### src/design/ctp_ram.sv
// Generic simple dual-port RAM with one write port and a registered read port.
// No dependencies.
`default_nettype none
module ctp_ram #(
  parameter int WIDTH = 8,
  parameter int DEPTH = 64,
  localparam int AW = (DEPTH > 1) ? $clog2(DEPTH) : 1
) (
  input  wire logic             clk_i,
  input  wire logic             wr_en_i,
  input  wire logic [AW-1:0]    wr_addr_i,
  input  wire logic [WIDTH-1:0] wr_data_i,
  input  wire logic             rd_en_i,
  input  wire logic [AW-1:0]    rd_addr_i,
  output logic      [WIDTH-1:0] rd_data_o
);

  logic [WIDTH-1:0] mem [DEPTH];

  always_ff @(posedge clk_i) begin
    if (wr_en_i) begin
      mem[wr_addr_i] <= wr_data_i;
    end
    if (rd_en_i) begin
      rd_data_o <= mem[rd_addr_i];
    end
  end

endmodule
`default_nettype wire

### config.mk
export PLATFORM = sky130hd
export DESIGN_NAME = ctp_ram
export DESIGN_NICKNAME = d
export VERILOG_FILES = /design/src/design/ctp_ram.sv
export SDC_FILE = /design/constraint.sdc
export NUM_CORES = 1
export LEC_CHECK = 0
export BUFFER_PORTS_ARGS = -buffer_cell sky130_fd_sc_hd__buf_2
export CORE_ASPECT_RATIO = 0.9
export CORE_MARGIN = 2
export CORE_UTILIZATION = 30
export CTS_BUF_LIST = sky130_fd_sc_hd__clkbuf_16
export CTS_CLUSTER_DIAMETER = 40
export DETAILED_ROUTE_END_ITERATION = 8
export PLACE_DENSITY = 0.58
export SLEW_MARGIN = 20
export SYNTH_ARGS = -nofsm -noshare
export SYNTH_HDL_FRONTEND = slang
export SYNTH_SLANG_ARGS = --single-unit
export TNS_END_PERCENT = 50
### constraint.sdc
create_clock -name clk_i -period 2.33 [get_ports clk_i]
set_clock_uncertainty 0.05 [all_clocks]
set_input_delay 0.466 -clock clk_i [delete_from_list [all_inputs] [get_ports clk_i]]
set_output_delay 0.466 -clock clk_i [all_outputs]
set_load 0.02 [all_outputs]
==> run metrics, run 1 <==
post-synthesis sequential area ratio=0.771; TritonCTS Buffers=68; Die Area=69600 um2; Die H=250 um; CTS HTree Levels=3; register bit total from synthesis=520; Worst-path clk slew=0.06 ns; Max-Cap Viols=0; worst path cell trace=mux4_2, mux2_2, o221a_2, nor3_1, o32ai_1; CP arrival=2.51 ns; critical path's largest stage delay=0.49 ns; pre-CTS setup slack=-0.468 ns; Tot GR Track Use=0.139; Max IR drop VDD=0.415 mV; Synth Area in Simple Gates=0.0337; CP endpoint kind=register; CP Data Required Time=2.60 ns; Slowest cell on crit path=mux4_2; main combinational cell family by area after synthesis=multiplexers; final hold violations=0; Clk Latency, worst-skew pair=0.59 ns; unrepaired setup endpoints after global routing=no; vias in the first global route=10600; Root Driver=clkbuf_16; Hold-fix buffers, CTS=0; final core utilization=0.373; Syn Nets=963; Syn Inst Count=940; Fmax achieved=446 MHz; CTS sink cnt=520; total grt overflow=0; I/O pins=31; Yosys top cell area share=0.771; CORE AREA=66900 um2; post-route worst setup slack=0.0886 ns; I/O Buffers=30; CP bufs+invs=0; Worst Hold Class=in2reg; Post-CTS Resized=0; FP Rows=90; Detailed Route WL=48000 um; Yosys cell types=39; Area Overhead vs Synth=23.3%; largest net degree at the start of global routing=65; Synth area leaders=edfxtp_1, mux4_2, nor2_1, mux2i_1, mux2_2; Iter 0 DRT Violations=967; Vias/cell=4.88; post-synthesis compound-gate area fraction=0.0206; Hold Path Sink=rd_data_o[1]; CP Class=reg2reg; delay-heaviest family, CP=multiplexers; relative slew slack=0.558; DRC=0; hold path depth=1; Die Wd=278 um; DP HPWL=31600 um; Mean Syn Cell Area=21.5 um2; R2R Path End=rd_data_o[6]; Worst Tran Pin Value=0.663 ns; CP max FO=1; Tmin final=2.24 ns; initial antenna violation count=5; Setup violations, final=0; Synth Cell Area=20200 um2; CTS tree=yes; crit start category=register; Reg2Reg Launch Point=mem[29][6]; Initial Util=0.303; drt first pass iters=5; fraction of synthesized area in multiplexers=0.159; first-pass GRT wire length=71100 um; Final period util=0.962; vias post-DR=10200; Final Wtd Congestion=0.797; xor/xnor share of the synthesized area=0; worst hold slack=0.195 ns; Final Max Tran Viols=0; post-route ant nets=0; status=finished, final reports clean; P per Cell Area=870 nW/um2; DR WL/cell=23.0 um; number of synthesis warnings=0; Bufs on Longest Clock Path=3; Synth Area in Adders=0; post-layout net count=1182; postcts setup bufs=0; Lkg Pwr=8.14 nW; R2R setup slack=0.09 ns; most common cell after layout, fill and taps aside=edfxtp_1; share of cells above drive strength 1=0.371; FF-to-FF path depth=5; hold path startpoint=rd_en_i; most frequent cells in the layout=edfxtp_1, buf_4, mux4_2; Synth area leader=edfxtp_1
[flip-flops by register name, indices dropped and copies added, names as in the netlist]
| register | count |
|---|---|
| mem | 512 |
| rd_data_o | 8 |
[where the power goes]
part           leakage (nW)  total (W)  switching, W  internal (W)
Clock                  1.11     0.0102       0.00400       0.00619
Combinational          2.35    0.00114      0.000650      0.000491
Sequential             4.69     0.0104     0.0000283        0.0104
Total                  8.14     0.0217       0.00468        0.0171
[cells in the mapped netlist]
master	count
nor4_1	2
or3_1	1
a22oi_1	3
nor2_1	83
o311ai_1	1
nand4b_1	1
o32ai_1	2
buf_4	13
o2bb2ai_1	3
o221a_2	2
o2111ai_1	3
a31oi_1	1
a21oi_1	3
o221ai_1	8
a221oi_1	6
nand2b_1	7
mux4_2	126
nand3b_1	3
a2111oi_0	2
o21ai_0	2
buf_1	4
edfxtp_1	520
o21ai_1	2
o41ai_1	2
mux2_2	13
a211oi_1	4
o21a_1	2
and2_1	1
nor3_1	7
nand4_1	2
buf_12	2
buf_2	11
mux2i_1	23
o22ai_1	8
nor2b_1	14
buf_6	4
nand3_1	13
clkbuf_1	17
nand2_1	19
[per-layer routing]
layer,wire (um),share of wire,track usage
met2,22400,0.47,0.217
met5,35,0.00073,0
met3,3380,0.070,0.0316
met4,875,0.018,0.0417
met1,21300,0.44,0.195
[area by class of cell]
type	count	area, um2
repair buffers	200	1700
clock buffers	71	1780
clock inverters	49	468
multi-input cells	369	4320
flip-flops and latches	520	15600
fillers	6081	41900
well taps	874	1090
diodes	1	2.50
[worst reg2reg max path, delay by kind of cell (launching register included)]
| family | cells | cell delay (ns) |
|---|---|---|
| and+or+nand+nor | 1 | 0.37 |
| AOI/OAI and AO/OA | 2 | 0.42 |
| DFF | 1 | 0.36 |
| muxes | 2 | 0.77 |
[metrics by stage]
step / setup TNS [ns] / cell area (um2) / total power, W / std cells
floorplan: 0 / 20200 / 0.0112 / 940
global placement: -3.15 / 22700 / 0.0117 / 1963
detailed placement: -3.20 / 22700 / 0.0118 / 1963
CTS: 0 / 25000 / 0.0220 / 2083
global route: 0 / 25000 / 0.0224 / 2084
finish: 0 / 25000 / 0.0217 / 2084
[kinds of logic after synthesis]
kind of cell,after synthesis
flip-flops,520
AND/OR/NAND/NOR,153
buffers and inverters,51
multiplexers,162
AO/OA/AOI/OAI,54
[how the worst max path moves through the flow]
| stage | startpoint | to | slack [ns] | cells past startpoint |
|---|---|---|---|---|
| floorplan | rd_addr_i[1] | rd_data_o[3] | 0.008 | 7 |
| global placement | rd_addr_i[0] | rd_data_o[1] | -0.44 | 9 |
| detailed placement | rd_addr_i[0] | rd_data_o[1] | -0.47 | 9 |
| CTS | mem[29][6] | rd_data_o[6] | 0.07 | 5 |
| global route | mem[29][6] | rd_data_o[6] | 0.04 | 5 |
| finish | mem[29][6] | rd_data_o[6] | 0.09 | 5 |
Power figures use the tool's default switching activity.
==> run 2: changes to the inputs <==
==> constraint.sdc (replaced) <==
create_clock -name clk_i -period 1.9 [get_ports clk_i]
set_clock_uncertainty 0.05 [all_clocks]
set_input_delay 0.095 -clock clk_i [delete_from_list [all_inputs] [get_ports clk_i]]
set_output_delay 0.095 -clock clk_i [all_outputs]
set_load 0.02 [all_outputs]
==> run 2 against run 1 <==
Net effect: non-clock buffer count unchanged; the flow now finishes with violations (setup timing); highest routed layer unchanged; worst hold slack got worse by 0.16 ns; first-iteration DRC count increased by 4.6%; clock power up 33%; critical endpoint is now rd_data_o[0]; critical path type unchanged; count of clock-buffer cells in the layout is 7 higher; largest power group is now the clock network.
==> run metrics, run 2 (synthesis results as in run 1) <==
status=complete, but fails checks (was finished, final reports clean); failing checks=setup timing; Final Wtd Congestion=0.835 (was 0.797); worst path cell trace=mux4_2, mux4_2, nor2_4, nor3_2, o2bb2ai_1 (was mux4_2, mux2_2, o221a_2, nor3_1, o32ai_1); Pint=0.0219 W (was 0.0171 W); Die H=250 um (unchanged); Final period util=1.07 (was 0.962); Seq pwr share=0.460 (was 0.479); post-route ant nets=0 (unchanged); Initial Util=0.303 (unchanged); crit start category=register (unchanged); R2R Path End=rd_data_o[0] (was rd_data_o[6]); FP Rows=90 (unchanged); Tot GR Track Use=0.140 (was 0.139); vias in the first global route=10600 (about the same); I/O pins=31 (unchanged); Die Area=69600 um2 (unchanged); Final Max Tran Viols=0 (unchanged); first-pass GRT wire length=71400 um (was 71100 um); NetSw=0.00585 W (was 0.00468 W); post-route insts no fill=2093 (was 2084); initial antenna violation count=2 (was 5); relative slew slack=0.323 (was 0.558); DP HPWL=31200 um (was 31600 um); Most flops, register=mem (unchanged); Finished Cell Area=25200 um2 (was 25000 um2); Reg2Reg Launch Point=mem[14][0] (was mem[29][6]); hold path startpoint=wr_data_i[3] (was rd_en_i); I/O Buffers=30 (unchanged); Hold Path Sink=mem[51][3] (was rd_data_o[1]); drt first pass iters=7 (was 5); largest net degree at the start of global routing=65 (unchanged); Slowest cell on crit path=mux4_2 (unchanged); CP endpoint kind=register (unchanged); vias post-DR=10200 (about the same); placed insts=1956 (was 1963); Lkg Pwr=8.26 nW (was 8.14 nW); final hold violations=0 (unchanged); biggest regs=mem: 512 flops, rd_data_o: 8 flops (unchanged); TritonCTS Buffers=73 (was 68); Root Driver=clkbuf_16 (unchanged); DR WL/cell=23.0 um (about the same); Tmin final=2.03 ns (was 2.24 ns); Clk Latency, worst-skew pair=0.60 ns (was 0.59 ns); Detailed Route WL=48100 um (was 48000 um); critical path's largest stage delay=0.53 ns (was 0.49 ns); Vias/cell=4.89 (was 4.88); CP arrival=2.33 ns (was 2.51 ns); CTS sink cnt=520 (unchanged); CTS tree=yes (unchanged); most common cell after layout, fill and taps aside=edfxtp_1 (unchanged); delay-heaviest family, CP=multiplexers (unchanged); DRC=0 (unchanged); post-route worst setup slack=-0.128 ns (was 0.0886 ns); Worst Tran Pin Value=1.01 ns (was 0.663 ns); Iter 0 DRT Violations=1011 (was 967); P per Cell Area=1100 nW/um2 (was 870 nW/um2); max reg flops=512 (unchanged); crit-path most repeated cell=mux4_2; Bufs on Longest Clock Path=3 (unchanged); Filler cells=6021 (was 6081); Worst Hold Class=in2reg (unchanged); CP max FO=1 (unchanged); Post-DP Area=22500 um2 (was 22700 um2); Die Wd=278 um (unchanged); Worst-path clk slew=0.06 ns (about the same); CP Class=reg2reg (unchanged); Max IR drop VDD=0.594 mV (was 0.415 mV); Max-Cap Viols=0 (unchanged); share of cells above drive strength 1=0.380 (was 0.371); hold path depth=2 (was 1); CTS HTree Levels=3 (unchanged); unrepaired setup endpoints after global routing=yes (was no); post-layout net count=1187 (was 1182); total grt overflow=0 (unchanged); CP bufs+invs=0 (unchanged); R2R setup slack=-0.13 ns (was 0.09 ns); logic gate share of total power=0.050 (was 0.053); final core utilization=0.377 (was 0.373); Setup violations, final=7 (was 0); FF-to-FF path depth=5 (unchanged); Fmax achieved=493 MHz (was 446 MHz); clock share of power=0.490 (was 0.469); worst hold slack=0.0325 ns (was 0.195 ns); Sw Share=0.211 (was 0.215); CORE AREA=66900 um2 (unchanged); most frequent cells in the layout=edfxtp_1, buf_4, mux4_2 (unchanged); Area Overhead vs Synth=24.6% (was 23.3%); postcts setup bufs=0 (unchanged); CP Data Required Time=2.20 ns (was 2.60 ns)
## run 2: changes by cell type in the layout (fill, tap and decap cells not counted), moves of 3 or more
cell	change
a221oi_1	-3
buf_12	-12
buf_4	+4
bufinv_16	+3
clkbuf_16	+7
clkinv_2	+3
dlygate4sd3_1	+8
inv_8	-3
mux2_2	-3
mux2_4	+3
nor2_1	-4
nor2_4	+3
nor3_1	-4
o21ai_2	+3
## run 2: stage by stage
stage	setup slack (ns)	TNS [ns]	total power [W]
after floorplan	0.00845	0	0.0137
after global placement	-0.528	-3.49	0.0143
after detailed placement	-0.551	-3.55	0.0143
after CTS	-0.134	-0.696	0.0280
after global routing	-0.162	-0.994	0.0286
final	-0.128	-0.643	0.0277
## run 2: layout make-up
| cell class | instances | area [um2] | area share |
|---|---|---|---|
| diodes | 1 | 2.50 | 0.0000992 |
| repair buffers | 200 | 1570 | 0.0623 |
| flip-flops and latches | 520 | 15600 | 0.619 |
| clock buffers | 78 | 1950 | 0.0774 |
| clock inverters | 51 | 528 | 0.0209 |
| well taps | 874 | 1090 | 0.0433 |
| multi-input cells | 369 | 4460 | 0.177 |
## run 2: how the worst max path moves through the flow
stage	from	endpoint	slack (ns)	depth (start not counted)
after detailed placement	rd_addr_i[1]	rd_data_o[6]	-0.55	9
after CTS	mem[47][2]	rd_data_o[2]	-0.13	5
after global routing	mem[14][2]	rd_data_o[2]	-0.16	5
final	mem[14][0]	rd_data_o[0]	-0.13	5
after floorplan	rd_addr_i[1]	rd_data_o[3]	0.008	7
after global placement	rd_addr_i[0]	rd_data_o[1]	-0.53	8
## run 2: repair_timing
item | 4_1_cts | 5_1_grt
setup endpoints to repair | 8 | 8
gates cloned | 0 | 0
hold buffers | 8 | 0
resized for setup | 25 | 4
pin swaps | 3 | 2
hold endpoints to repair | 119 | 0
## run 2: layer usage
layer	GRT usage	routed length, um	up-vias
li1	-	-	4411
met1	0.205	21800	5375
met2	0.208	21700	356
met3	0.0334	3480	81
met4	0.0419	1100	4
met5	0	23	-
## run 2: power groups by stage
stage / registers (W) / clock network (W) / logic, W
finish: 0.0128 / 0.0136 / 0.00139
global route: 0.0128 / 0.0143 / 0.00149
CTS: 0.0128 / 0.0138 / 0.00140
detailed placement: 0.0130 / 0 / 0.00134
global placement: 0.0130 / 0 / 0.00132
floorplan: 0.0130 / 0 / 0.000679
